**src/uaf_pkg.sv**
```systemverilog
// ----------------------------------------------------------------------------
// uaf_pkg
// Shared types, codes and helper functions for the unsigned ASCII formatter.
// ----------------------------------------------------------------------------
package uaf_pkg;

  // Mode codes on the func input
  localparam logic [1:0] FUNC_HEX_LOWER = 2'd0;
  localparam logic [1:0] FUNC_HEX_UPPER = 2'd1;
  localparam logic [1:0] FUNC_DEC       = 2'd2;

  // Geometry
  localparam int NIBBLES     = 16;
  localparam int DEC_DIGITS  = 10;
  localparam int DEC_BITS    = 32;
  localparam int BITS_PER_STEP = 2;
  localparam int DEC_STEPS   = DEC_BITS / BITS_PER_STEP;
  localparam int BCD_W       = DEC_DIGITS * 4;

  // ASCII bases
  localparam logic [7:0] ASCII_ZERO    = 8'h30;
  localparam logic [7:0] ASCII_UPPER_A = 8'h41;
  localparam logic [7:0] ASCII_LOWER_A = 8'h61;

  // Front-end sequencer states
  typedef enum logic [1:0] {
    FE_IDLE,
    FE_CONV,
    FE_DONE
  } fe_state_t;

  // One formatted request waiting between front and back
  typedef struct packed {
    logic [NIBBLES*4-1:0] digits;  // one digit per nibble, least significant low
    logic [4:0]           count;   // characters in the run
    logic                 upper;   // upper-case hex letters
  } entry_t;

  // Number of significant nibbles, at least one
  function automatic logic [4:0] digit_count_of(input logic [NIBBLES*4-1:0] d);
    logic [4:0] n;
    n = 5'd1;
    for (int i = 1; i < NIBBLES; i++) begin
      if (d[i*4 +: 4] != 4'd0) n = 5'(i + 1);
    end
    return n;
  endfunction

  // One double-dabble step: adjust every BCD digit, then shift in one bit
  function automatic logic [BCD_W-1:0] dabble(input logic [BCD_W-1:0] bcd,
                                              input logic             b);
    logic [BCD_W-1:0] adj;
    adj = bcd;
    for (int i = 0; i < DEC_DIGITS; i++) begin
      if (bcd[i*4 +: 4] >= 4'd5) adj[i*4 +: 4] = bcd[i*4 +: 4] + 4'd3;
    end
    return {adj[BCD_W-2:0], b};
  endfunction

  // Nibble to ASCII character
  function automatic logic [7:0] to_ascii(input logic [3:0] nib, input logic upper);
    logic [7:0] c;
    if (nib < 4'd10) begin
      c = ASCII_ZERO + {4'd0, nib};
    end else begin
      c = (upper ? ASCII_UPPER_A : ASCII_LOWER_A) + {4'd0, nib} - 8'd10;
    end
    return c;
  endfunction

endpackage

```
**src/uaf_front.sv**
```systemverilog
// ----------------------------------------------------------------------------
// uaf_front
// Accepts requests, drops unused modes, converts decimal to BCD two bits
// per cycle and writes one digit record into the queue.
// ----------------------------------------------------------------------------
module uaf_front (
  input  logic            clk,
  input  logic            rst,
  input  logic            push,
  output logic            full,
  input  logic [63:0]     value,
  input  logic [1:0]      func,
  input  logic            q_full,
  output logic            wr_en,
  output uaf_pkg::entry_t wr_entry
);
  import uaf_pkg::*;

  fe_state_t             state, state_next;
  logic [NIBBLES*4-1:0]  digits, digits_next;
  logic                  upper, upper_next;
  logic [DEC_BITS-1:0]   bin, bin_next;
  logic [$clog2(DEC_STEPS)-1:0] step, step_next;
  logic [BCD_W-1:0]      bcd_a, bcd_b;

  // Two dabble steps per cycle, MSBs of the binary first
  always_comb begin
    bcd_a = dabble(digits[BCD_W-1:0], bin[DEC_BITS-1]);
    bcd_b = dabble(bcd_a, bin[DEC_BITS-2]);
  end

  // State register
  always_ff @(posedge clk) begin
    if (rst) begin
      state <= FE_IDLE;
    end else begin
      state <= state_next;
    end
  end

  // Datapath registers
  always_ff @(posedge clk) begin
    digits <= digits_next;
    upper  <= upper_next;
    bin    <= bin_next;
    step   <= step_next;
  end

  // Next state and outputs
  always_comb begin
    state_next  = state;
    digits_next = digits;
    upper_next  = upper;
    bin_next    = bin;
    step_next   = step;
    wr_en       = 1'b0;
    full        = (state != FE_IDLE);
    wr_entry.digits = digits;
    wr_entry.count  = digit_count_of(digits);
    wr_entry.upper  = upper;
    case (state)
      FE_IDLE: begin
        if (push) begin
          if (func == FUNC_HEX_LOWER || func == FUNC_HEX_UPPER) begin
            digits_next = value;
            upper_next  = (func == FUNC_HEX_UPPER);
            state_next  = FE_DONE;
          end else if (func == FUNC_DEC) begin
            digits_next = '0;
            upper_next  = 1'b0;
            bin_next    = value[DEC_BITS-1:0];
            step_next   = '0;
            state_next  = FE_CONV;
          end
        end
      end
      FE_CONV: begin
        digits_next = {{(NIBBLES*4-BCD_W){1'b0}}, bcd_b};
        bin_next    = {bin[DEC_BITS-BITS_PER_STEP-1:0], {BITS_PER_STEP{1'b0}}};
        step_next   = step + 1'b1;
        if (step == $bits(step)'(DEC_STEPS - 1)) state_next = FE_DONE;
      end
      FE_DONE: begin
        if (!q_full) begin
          wr_en      = 1'b1;
          state_next = FE_IDLE;
        end
      end
      default: state_next = FE_IDLE;
    endcase
  end

endmodule

```
**src/uaf_queue.sv**
```systemverilog
// ----------------------------------------------------------------------------
// uaf_queue
// Two-entry queue of digit records between the front and back ends.
// ----------------------------------------------------------------------------
module uaf_queue (
  input  logic            clk,
  input  logic            rst,
  input  logic            wr_en,
  input  uaf_pkg::entry_t wr_entry,
  output logic            q_full,
  input  logic            rd_en,
  output uaf_pkg::entry_t rd_entry,
  output logic            q_empty
);
  import uaf_pkg::*;

  entry_t     mem [2];
  logic       wr_ptr, rd_ptr;
  logic [1:0] fill;

  assign q_full   = (fill == 2'd2);
  assign q_empty  = (fill == 2'd0);
  assign rd_entry = mem[rd_ptr];

  // Pointers and fill level
  always_ff @(posedge clk) begin
    if (rst) begin
      wr_ptr <= 1'b0;
      rd_ptr <= 1'b0;
      fill   <= 2'd0;
    end else begin
      if (wr_en) wr_ptr <= ~wr_ptr;
      if (rd_en) rd_ptr <= ~rd_ptr;
      fill <= fill + {1'b0, wr_en} - {1'b0, rd_en};
    end
  end

  // Storage
  always_ff @(posedge clk) begin
    if (wr_en) mem[wr_ptr] <= wr_entry;
  end

endmodule

```
**src/uaf_back.sv**
```systemverilog
// ----------------------------------------------------------------------------
// uaf_back
// Walks the head record from its top digit down into an output register,
// one character per cycle while pop or an empty output register frees it.
// ----------------------------------------------------------------------------
module uaf_back (
  input  logic            clk,
  input  logic            rst,
  input  uaf_pkg::entry_t rd_entry,
  input  logic            q_empty,
  output logic            rd_en,
  output logic            empty,
  input  logic            pop,
  output logic [7:0]      character,
  output logic [4:0]      digit_count,
  output logic            last
);
  import uaf_pkg::*;

  logic       out_valid;
  logic       started;
  logic [3:0] idx;
  logic [3:0] cur;
  logic       load;

  // Current digit position in the head record
  assign cur   = started ? idx : 4'(rd_entry.count - 5'd1);
  assign load  = !q_empty && (!out_valid || pop);
  assign rd_en = load && (cur == 4'd0);
  assign empty = !out_valid;

  // Control
  always_ff @(posedge clk) begin
    if (rst) begin
      out_valid <= 1'b0;
      started   <= 1'b0;
    end else begin
      if (load) begin
        out_valid <= 1'b1;
        started   <= (cur != 4'd0);
      end else if (pop) begin
        out_valid <= 1'b0;
      end
    end
  end

  // Output payload and digit index
  always_ff @(posedge clk) begin
    if (load) begin
      character   <= to_ascii(rd_entry.digits[cur*4 +: 4], rd_entry.upper);
      digit_count <= rd_entry.count;
      last        <= (cur == 4'd0);
      idx         <= cur - 4'd1;
    end
  end

endmodule

```
**src/unsigned_to_ascii_formatter_top.sv**
```systemverilog
// ----------------------------------------------------------------------------
// unsigned_to_ascii_formatter_top
// Formats an unsigned number as hex (64-bit) or decimal (low 32 bits) ASCII.
// ----------------------------------------------------------------------------
// Throughput: one character per cycle while pop keeps the output register free;
// the front end can convert the next item while the back end emits characters.
// Reset: synchronous rst empties the queue and output; no clearing pass.
module unsigned_to_ascii_formatter_top (
  input  logic        clk,
  input  logic        rst,
  input  logic        push,
  output logic        full,
  input  logic [63:0] value,
  input  logic [1:0]  func,
  output logic        empty,
  input  logic        pop,
  output logic [7:0]  character,
  output logic [4:0]  digit_count,
  output logic        last
);
  import uaf_pkg::*;

  entry_t wr_entry, rd_entry;
  logic   wr_en, rd_en, q_full, q_empty;

  // Front end: accept and convert
  uaf_front u_front (
    .clk      (clk),
    .rst      (rst),
    .push     (push),
    .full     (full),
    .value    (value),
    .func     (func),
    .q_full   (q_full),
    .wr_en    (wr_en),
    .wr_entry (wr_entry)
  );

  // Decoupling queue
  uaf_queue u_queue (
    .clk      (clk),
    .rst      (rst),
    .wr_en    (wr_en),
    .wr_entry (wr_entry),
    .q_full   (q_full),
    .rd_en    (rd_en),
    .rd_entry (rd_entry),
    .q_empty  (q_empty)
  );

  // Back end: emit characters
  uaf_back u_back (
    .clk         (clk),
    .rst         (rst),
    .rd_entry    (rd_entry),
    .q_empty     (q_empty),
    .rd_en       (rd_en),
    .empty       (empty),
    .pop         (pop),
    .character   (character),
    .digit_count (digit_count),
    .last        (last)
  );

endmodule
```
**config.mk**
```make
export PLATFORM = sky130hd
export DESIGN_NAME = unsigned_to_ascii_formatter_top
export DESIGN_NICKNAME = d
export VERILOG_FILES = /design/src/uaf_pkg.sv /design/src/uaf_front.sv /design/src/uaf_queue.sv /design/src/uaf_back.sv /design/src/unsigned_to_ascii_formatter_top.sv
export SDC_FILE = /design/constraint.sdc
export NUM_CORES = 1
export LEC_CHECK = 0
export BUFFER_PORTS_ARGS = -buffer_cell sky130_fd_sc_hd__buf_2
export CORE_ASPECT_RATIO = 1.25
export CORE_MARGIN = 5
export CORE_UTILIZATION = 55
export CTS_CLUSTER_SIZE = 25
export DETAILED_ROUTE_END_ITERATION = 10
export MAX_ROUTING_LAYER = met4
export PLACE_DENSITY = 0.75
export SYNTH_ARGS = -nofsm -noshare
export SYNTH_HDL_FRONTEND = slang
export SYNTH_HIERARCHICAL = 1
export SYNTH_SLANG_ARGS = --single-unit
export TNS_END_PERCENT = 10
```
**constraint.sdc**
```tcl
create_clock -name clk -period 9.9 [get_ports clk]
set_input_delay 0.99 -clock clk [delete_from_list [all_inputs] [get_ports clk]]
set_output_delay 0.99 -clock clk [all_outputs]
set_load 0.02 [all_outputs]
```
Word-level counts from Yosys, hierarchy flattened. Memories as Yosys holds them, arrays and structs flattened. A register that Yosys moved wholly into a read port is not among the register bits. Index checks and enable logic that the tools add are counted.

Add/subtract/negate cells: 28. $mul: 0. Divide/modulo/power cells: 0. Order comparisons: 21. Equality and inequality tests: 12. Shift-type cells: 1. Multiplexer cells: 66. Bitwise logic cells: 2. Reduce and logical (&&, ||, !) cells: 34.

Operators with widths (number): 2-to-1 mux 64 bit (3); case mux 64 bit (2 select lines) (1); 2-to-1 mux 4 bit (30); 2-to-1 mux 32 bit (3); greater-or-equal comparator 4 x 3 -> 1 bit (second input constant) (20); adder 4 x 2 -> 4 bit (second input constant) (18); case mux 32 bit (2 select lines) (1); nonzero test 4 bit (16); indexed part select 64 x 7 -> 4 bit (1); 2-to-1 mux 3 bit (6); 2-to-1 mux 2 bit (7); 2-to-1 mux 1 bit (10); adder 8 x 4 -> 8 bit (1); 2-to-1 mux 8 bit (1); case mux 4 bit (2 select lines) (1); AND reduction 4 bit (2); nonzero test 2 bit (4); subtractor 4 x 1 -> 4 bit (second input constant) (2); subtractor 8 x 4 -> 8 bit (second input constant) (1); adder 6 x 4 -> 7 bit (first input constant) (1); adder 3 x 2 -> 3 bit (second input constant) (2); equality test 2 bit (second input constant) (3); zero test 2 bit (3); 2-to-1 mux 6 bit (1); other kinds (17) (26).

Register bits: 127. Bits in latches: 0. Bits in writable memories: 140. Bits in read-only memories: 0. Output and inout bits: 16. Memories kept: 1.

Memories: u_queue.mem (words 2, width 70, rd ports 1, clocked after Yosys merged registers in 1, write ports 1, RTL line uaf_queue.sv:17) `entry_t mem [2];`.

Longest topological paths before layout. Gate-level depths: netlist of run 1.

Word-level depth: 16. Gate-level depth with buffers: 18. Mapped depth without buffers: 13.

Cells and area by module. Netlist of run 1, hierarchy kept.

Modules (own cells, without submodules): uaf_front (times used 1, cells each 762, area an instance 6919.1 um^2, sequential area each 3072.9 um^2); uaf_queue (times used 1, cells each 239, area an instance 5622.9 um^2, sequential area each 4304.1 um^2); uaf_back (times used 1, cells each 237, area an instance 1970.6 um^2, sequential area each 550.5 um^2).

Worst setup path before layout of run 1. Ideal clock, no wire load.

Path kind: flip-flop to flip-flop. Start point: register u_queue.fill[1]. End point: memory u_queue/mem[0][0] in the netlist's numbering, enable pin. Setup time: 507 ps. Arrival: 3976 ps. Required time: 9393 ps. Setup slack: 5417 ps. Stages on the path, launching flop included: 4. Path buffers: 0. Period minus slack after synthesis: 4483 ps. Cells stage by stage: dfxtp_1 > nor2b_1 > nor3b_1 > nor2b_1.

Word-level cells in the longest chain between the ends: 5.

RTL lines: start, declared (RTL line uaf_queue.sv:19) `logic [1:0] fill;`; start signal, assigned (RTL line uaf_queue.sv:34) `fill <= fill + {1'b0, wr_en} - {1'b0, rd_en};`; equality test 2 bit (RTL line uaf_queue.sv:21) `assign q_full = (fill == 2'd2);`; net q_full (RTL line unsigned_to_ascii_formatter_top.sv:24) `logic wr_en, rd_en, q_full, q_empty;`; 2-to-1 mux 1 bit (RTL line uaf_front.sv:84) `if (!q_full) begin`; 2-to-1 mux 1 bit (RTL line uaf_front.sv:61) `case (state)`; net wr_en (RTL line unsigned_to_ascii_formatter_top.sv:24); 2-to-1 mux 1 bit (RTL line uaf_queue.sv:40) `if (wr_en) mem[wr_ptr] <= wr_entry;`; 2-to-1 mux 1 bit (not written as such) (RTL line uaf_queue.sv:40); end, declared (RTL line uaf_queue.sv:17).

The timed path passes the listed nets, and every way through them passes these cells.

==> results.md, run 1 <==
* Status: finished clean
* Pin count of the biggest net entering global routing at slightly above 70
* Switching fraction of total power at 0.270
* Clock Sinks at 267
* Final WL at just over 30000 um
* DP Cell Count at around 1600
* Die Height at 192 um
* Site Rows at 66
* Vias per inst at 5.80
* Total track usage at 0.213
* Hold depth at 0
* Non-Filler Instances at approximately 1700
* Max Slew Vio Count at 0
* Final hold vios at 0
* Startpoint Class: flip-flop
* Crit. End Element: flip-flop
* Top_reg_cell synth: edfxtp_1
* Tightest Pin Transition at around 1.1 ns
* Worst hold start: u_front/upper$_SDFFCE_PP0P_
* Final min period at around 4.3 ns
* Setup_tns at 0 ns
* Synth unique cells at 73
* Gpl congestion at roughly 0.93
* Die Width at ~160 um
* Sw power at slightly below 0.8 mW
* FMAX at approximately 230 MHz
* CTS Buf Count at 26
* Post-CTS Setup Repair Bufs at 0
* Sequential-to-total area share from yosys stat at 0.546
* Hold Buf Count CTS at 0
* CTS root buf: clkbuf_16
* DR pass1 iterations at 5
* Sequential Power Share at 0.475
* Syn_area_per_cell at around 12 um2
* Hold WC Path Type: flip-flop to flip-flop
* Cell count after synthesis at about 1200
* Syn Nets at approximately 1400
* Dpl hpwl at around 21000 um
* Worst-Skew Late Latency at approximately 0.54 ns
* Worst EP arrival at 4.56 ns
* Layout cells sized above 1 at 0.186
* CTS tree: yes
* Cells on worst reg2reg path at 12
* FF+latch count, synth at 267
* Unrepaired setup endpoints after global routing: no
* Ports at between 80 and 90
* Reg area at ~7900 um2
* Final period utilization at 0.432
* Non-Filler Cell Area, Final at between 15000 and 20000 um2
* Setup-failing EPs final at 0
* Worst r2r dst: u_back/character[2]$_DFFE_PP_
* Vias in the first global route at roughly 9300
* Max cap viols at 0
* Gr ovfl total at 0
* Area taken by multi-input logic gates at roughly 6000 um2
* Critical Path Fanout Max at 27
* Ys Warns at 6
* Lkg Pwr at between 6 and 7 nW
* PortBufs at 84
* Reg2reg setup slack at between 5 and 6 ns
* Req. time, crit path at approximately 10 ns
* Drt drc at 0
* Fin util at 0.613
* P per Cell Area at 184 nW/um2
* Max VDD drop at 0.000164 V
* Antenna-violating nets left at 0
* Reg clk slew, reported paths at 0.06 ns
* Max clock buf depth at 3
* Core area at 26000 um2
* Fillers at 2047
* Worst hold endpoint: u_queue/mem[1][0]$_DFFE_PP_
* Combinational share of power at 0.184
* Global-route wire length before repair at 49400 um
* FFs w/ async S/R, synth at 0
* Die area at 29800 um2
* Critical setup path kind: flip-flop to flip-flop
* WL/cell at between 15 and 20 um
* Final-stage net count at between 1000 and 1500
* Most common cell after layout, fill and taps aside: edfxtp_1
* Most frequent cells in the layout: edfxtp_1 (258), nand2_1 (168), buf_2 (84)
* Post-synth EDFFs at between 200 and 300
* Post_cts resized at 0
* Area after DPL at 15100 um2
* Area grow syn2layout at 9.90%
* Slew margin rel. at 0.272
* Pint at between 2 and 2.5 mW
* Layout Skew at 0.0186 ns
* Mapped cell area at ~15000 um2
* H-tree depth at 1
* Antenna violations before repair at 0
* Vias post-DR at 9595
* N_diodes at 0
* Clock network power share at 0.341
* Drt first-iter violations at ~760
* Initial core utilization at 0.558
state kept, by name, summed over array words and instances (netlist names), 2 cells and up, named ones only:
| register | flops |
|---|---|
| u_front/digits | 64 |
| u_front/state | 2 |
| u_queue/fill | 2 |
| u_front/bin | 32 |
| u_back/digit_count | 5 |
| u_back/character | 7 |
| u_queue/mem | 140 |
| u_back/idx | 4 |
| u_front/step | 4 |
area by class of cell:
cell class / instances / share of cell area
inverter: 57 / 0.0134
timing repair buffer: 93 / 0.0306
multi-input combinational: 852 / 0.378
tap: 340 / 0.0267
clock inverter: 15 / 0.0124
clock buffer: 30 / 0.0417
sequential: 267 / 0.497
Yosys cell counts, types with 9 or more instances:
library cell	number	area, um2
mux2_4	70	1050
xnor2_1	14	123
nor3_1	18	90.1
nand3_1	29	145
nor3b_1	18	135
buf_2	10	50.1
clkbuf_1	36	135
dfxtp_1	9	180
and3_1	28	175
a21oi_1	48	240
o31ai_1	10	75.1
a31oi_1	13	81.3
ha_1	47	588
nand2_1	168	631
o21ai_1	46	230
a32oi_1	11	96.3
nor2_1	62	233
or2_2	14	87.6
nor2b_1	32	200
mux2i_1	19	190
edfxtp_1	258	7750
nand2b_1	22	138
inv_1	54	203
a211oi_1	28	210
o211ai_1	11	82.6
o21ai_0	22	110
o221ai_1	10	87.6
per-layer routing:
| metal | track usage | wire length, um |
|---|---|---|
| met5 | - | 0 |
| met4 | 0.0731 | 1040 |
| met3 | 0.0232 | 1170 |
| met2 | 0.357 | 15600 |
| met1 | 0.274 | 13200 |
critical path: stages, from the launching register on:
cell,delay (ns)
dfxtp_4,0.68
mux2_4,0.47
inv_1,0.37
ha_1,0.43
nor2_1,0.57
o21ai_0,0.19
o221ai_1,0.11
a32oi_1,0.17
mux2i_4,0.29
inv_2,0.09
ha_1,0.24
nand2_1,0.07
mux2_2,0.32
kinds of logic (layout without fill, tap and decap cells):
group                      after synthesis  count (layout)  share of synthesized area
muxes                                   96              96                     0.0933
DFF                                    267             267                      0.546
xor gates and xnor gates                21              21                     0.0136
adders and majority gates               47              47                     0.0405
AOI/OAI and AO/OA                      254             254                      0.116
other                                    1               1                   0.000258
buffers and inverters                  119             195                     0.0413
and+or+nand+nor                        433             433                      0.148
how the worst max path moves through the flow:
stage | startpoint | to | slack (ns) | cells past startpoint
after floorplan | u_queue/fill[1]$_SDFF_PP0_ | u_queue/mem[0][0]$_DFFE_PP_ | 5.42 | 3
after global placement | flip-flop | u_back/character[2]$_DFFE_PP_ | 5.79 | 12
after detailed placement | flip-flop | u_back/character[2]$_DFFE_PP_ | 5.71 | 12
after CTS | flip-flop | u_back/character[2]$_DFFE_PP_ | 5.67 | 12
after global routing | flip-flop | u_back/character[2]$_DFFE_PP_ | 5.44 | 12
final | flip-flop | u_back/character[2]$_DFFE_PP_ | 5.62 | 12
power groups by stage:
stage               logic [mW]  clock network [mW]  registers (mW)
detailed placement       0.534                   0            1.42
floorplan                0.423                   0            1.40
CTS                      0.539                1.02            1.40
global route             0.605                1.07            1.40
finish                   0.540                1.00            1.40
global placement         0.524                   0            1.41
per-stage QoR:
stage                     total power, mW  hold WS [ns]  worst slack (ns)
final                                2.94         0.473              5.62
after global routing                 3.08         0.481              5.44
after CTS                            2.96         0.470              5.67
after detailed placement             1.95         0.456              5.71
after global placement               1.94         0.450              5.79
after floorplan                      1.82         0.436              5.42
(Power assumes the default switching activity.)
==> run 2, diff against run 1 <==
PLACE_DENSITY = 0.78   (was 0.75)
clock period = 3.5 ns   (was 9.9 ns; I/O delays follow)
==> run 2 against run 1 <==
Compared with the run above:
- die area stayed put
- sequential power grew to 2.8 times the previous value
- first-iteration DRC count rose by 4.2%
- maximum frequency increased by 29%
- cell count grew 0.97%
- register-to-register slack got worse by 5.4 ns
- total power rose to 2.8 times the previous value
- non-clock buffer count rose by 13
- wire length up 2.1%
- setup slack got worse by 5.4 ns
- combinational power rose to 2.9 times the previous value
- clock power rose to 2.8 times the previous value
- highest routed layer unchanged
==> results.md, run 2 (synthesis results as in run 1) <==
* Antenna violations before repair at 0 (unchanged)
* PortBufs at 84 (unchanged)
* Max Slew Vio Count at 0 (unchanged)
* Most common cell after layout, fill and taps aside: edfxtp_1 (unchanged)
* DR pass1 iterations at 5 (unchanged)
* Vias post-DR at 9740 (was 9595)
* Layout Skew at 0.0229 ns (was 0.0186 ns)
* Critical-path top delay cell: dfxtp_4 (unchanged)
* Hold WC Path Type: primary input to flip-flop (was flip-flop to flip-flop)
* Unrepaired setup endpoints after global routing: no (unchanged)
* Final-stage net count at 1427 (was 1414)
* Die Height at 192 um (unchanged)
* Die Width at 155 um (unchanged)
* Hold Buf Count CTS at 0 (unchanged)
* Post_cts resized at 0 (unchanged)
* CP max stage delay at 0.41 ns (was 0.68 ns)
* FMAX at 301 MHz (was 234 MHz)
* Clock Sinks at 267 (unchanged)
* Critical Path Fanout Max at 9 (was 27)
* Tightest Pin Transition at 0.981 ns (was 1.09 ns)
* Max clock buf depth at 3 (unchanged)
* Lkg Pwr at 6.18 nW (was 6.10 nW)
* Max cap viols at 0 (unchanged)
* Slew margin rel. at 0.345 (was 0.272)
* Vias in the first global route at 9693 (was 9306)
* Pwr Total at 8.30 mW (was 2.94 mW)
* Ports at 86 (unchanged)
* Area after DPL at 15200 um2 (was 15100 um2)
* Biggest register: u_queue/mem (unchanged)
* Final hold vios at 0 (unchanged)
* Core area at 26000 um2 (unchanged)
* CTS tree: yes (unchanged)
* Post-CTS Setup Repair Bufs at 0 (unchanged)
* CTS Buf Count at 26 (unchanged)
* Final WL at 31700 um (was 31000 um)
* Layout cells sized above 1 at 0.198 (was 0.186)
* Setup-failing EPs final at 0 (unchanged)
* Largest registers: u_queue/mem: 140 flops, u_front/digits: 64 flops, u_front/bin: 32 flops (unchanged)
* Drt drc at 0 (unchanged)
* Worst-Skew Late Latency at 0.54 ns (about the same)
* Critical setup path kind: flip-flop to flip-flop (unchanged)
* Non-Filler Cell Area, Final at 16100 um2 (was 15900 um2)
* Req. time, crit path at 3.77 ns (was 10.18 ns)
* H-tree depth at 1 (unchanged)
* Antenna-violating nets left at 0 (unchanged)
* Area grow syn2layout at 10.9% (was 9.90%)
* WL/cell at 19.0 um (was 18.8 um)
* Most frequent cells in the layout: edfxtp_1 (258), nand2_1 (168), buf_2 (84) (unchanged)
* Total track usage at 0.220 (was 0.213)
* Status: finished clean (unchanged)
* Drt first-iter violations at 795 (was 763)
* Max FFs per register at 140 (unchanged)
* Cells along the critical path: mux2_4 > inv_1 > ha_2 > or2_1 > o22a_1 > o221ai_1 > a32oi_1 > mux2i_4 > inv_2 > ha_1 > nand2_1 > mux2_2 (was mux2_4 > inv_1 > ha_1 > nor2_1 > o21ai_0 > o221ai_1 > a32oi_1 > mux2i_4 > inv_2 > ha_1 > nand2_1 > mux2_2)
* Gr ovfl total at 0 (unchanged)
* Worst EP arrival at 3.59 ns (was 4.56 ns)
* Startpoint Class: flip-flop (unchanged)
* Final min period at 3.32 ns (was 4.28 ns)
* Max VDD drop at 0.000446 V (was 0.000164 V)
* Crit. End Element: flip-flop (unchanged)
* Gpl congestion at 0.902 (was 0.933)
* Reg clk slew, reported paths at 0.07 ns (was 0.06 ns)
* Dpl hpwl at 22200 um (was 21400 um)
* Initial core utilization at 0.558 (unchanged)
* Die area at 29800 um2 (unchanged)
* CTS root buf: clkbuf_16 (unchanged)
* Vias per inst at 5.83 (was 5.80)
* Final period utilization at 0.948 (was 0.432)
* Site Rows at 66 (unchanged)
* N_diodes at 0 (unchanged)
* Global-route wire length before repair at 51000 um (was 49400 um)
* P per Cell Area at 516 nW/um2 (was 184 nW/um2)
* Pin count of the biggest net entering global routing at 71 (unchanged)
[run 2: metal layers]
layer | wire length, um | vias to the layer above | part of all wire | track usage
li1 | - | 4722 | - | -
met1 | 13300 | 4720 | 0.42 | 0.278
met2 | 16100 | 241 | 0.51 | 0.376
met3 | 1110 | 57 | 0.035 | 0.0180
met4 | 1170 | 0 | 0.037 | 0.0778
met5 | 0 | - | 0 | -
[run 2: final timing paths]
path                                     from                       endpoint  slack, ns  depth (start not counted)
max                                 flip-flop  u_back/character[2]$_DFFE_PP_       0.18                         12
min                                       pop  u_back/out_valid$_SDFFE_PP0P_       0.11                          3
max reg2reg                         flip-flop  u_back/character[2]$_DFFE_PP_       0.18                         12
min reg2reg  u_front/digits[62]$_SDFFCE_PN0P_   u_queue/mem[0][68]$_DFFE_PP_       0.48                          0
[run 2: report_power, final]
group,internal [mW],switching [mW]
Combinational,0.647,0.916
Clock,1.61,1.19
Sequential,3.77,0.173
[run 2: area by class of cell]
type	instances	area, um2
Clock buffer	34	721
Clock inverter	14	145
Fill cell	2073	9920
Inverter	57	214
Multi-Input combinational cell	852	6030
Sequential cell	267	7930
Tap cell	340	425
Timing Repair Buffer	106	627
[run 2: through the flow]
step / std cells / setup TNS [ns] / setup slack, ns / util / hold slack (ns)
finish: 1670 / 0 / 0.181 / 0.619 / 0.105
global route: 1670 / 0 / 0.0235 / 0.619 / 0.102
CTS: 1670 / 0 / 0.108 / 0.618 / 0.0836
detailed placement: 1622 / 0 / 0.151 / 0.585 / 0.461
global placement: 1622 / 0 / 0.165 / 0.585 / 0.442
floorplan: 1238 / -21.03 / -0.326 / - / 0.419
[run 2: worst max-delay path, delay by kind of cell (launching register included)]
family	cells	cell delay (ns)
AOI/OAI and AO/OA	3	0.62
muxes	3	0.92
DFF	1	0.41
and+or+nand+nor	2	0.35
buffers and inverters	2	0.16
adders and majority gates	2	0.58
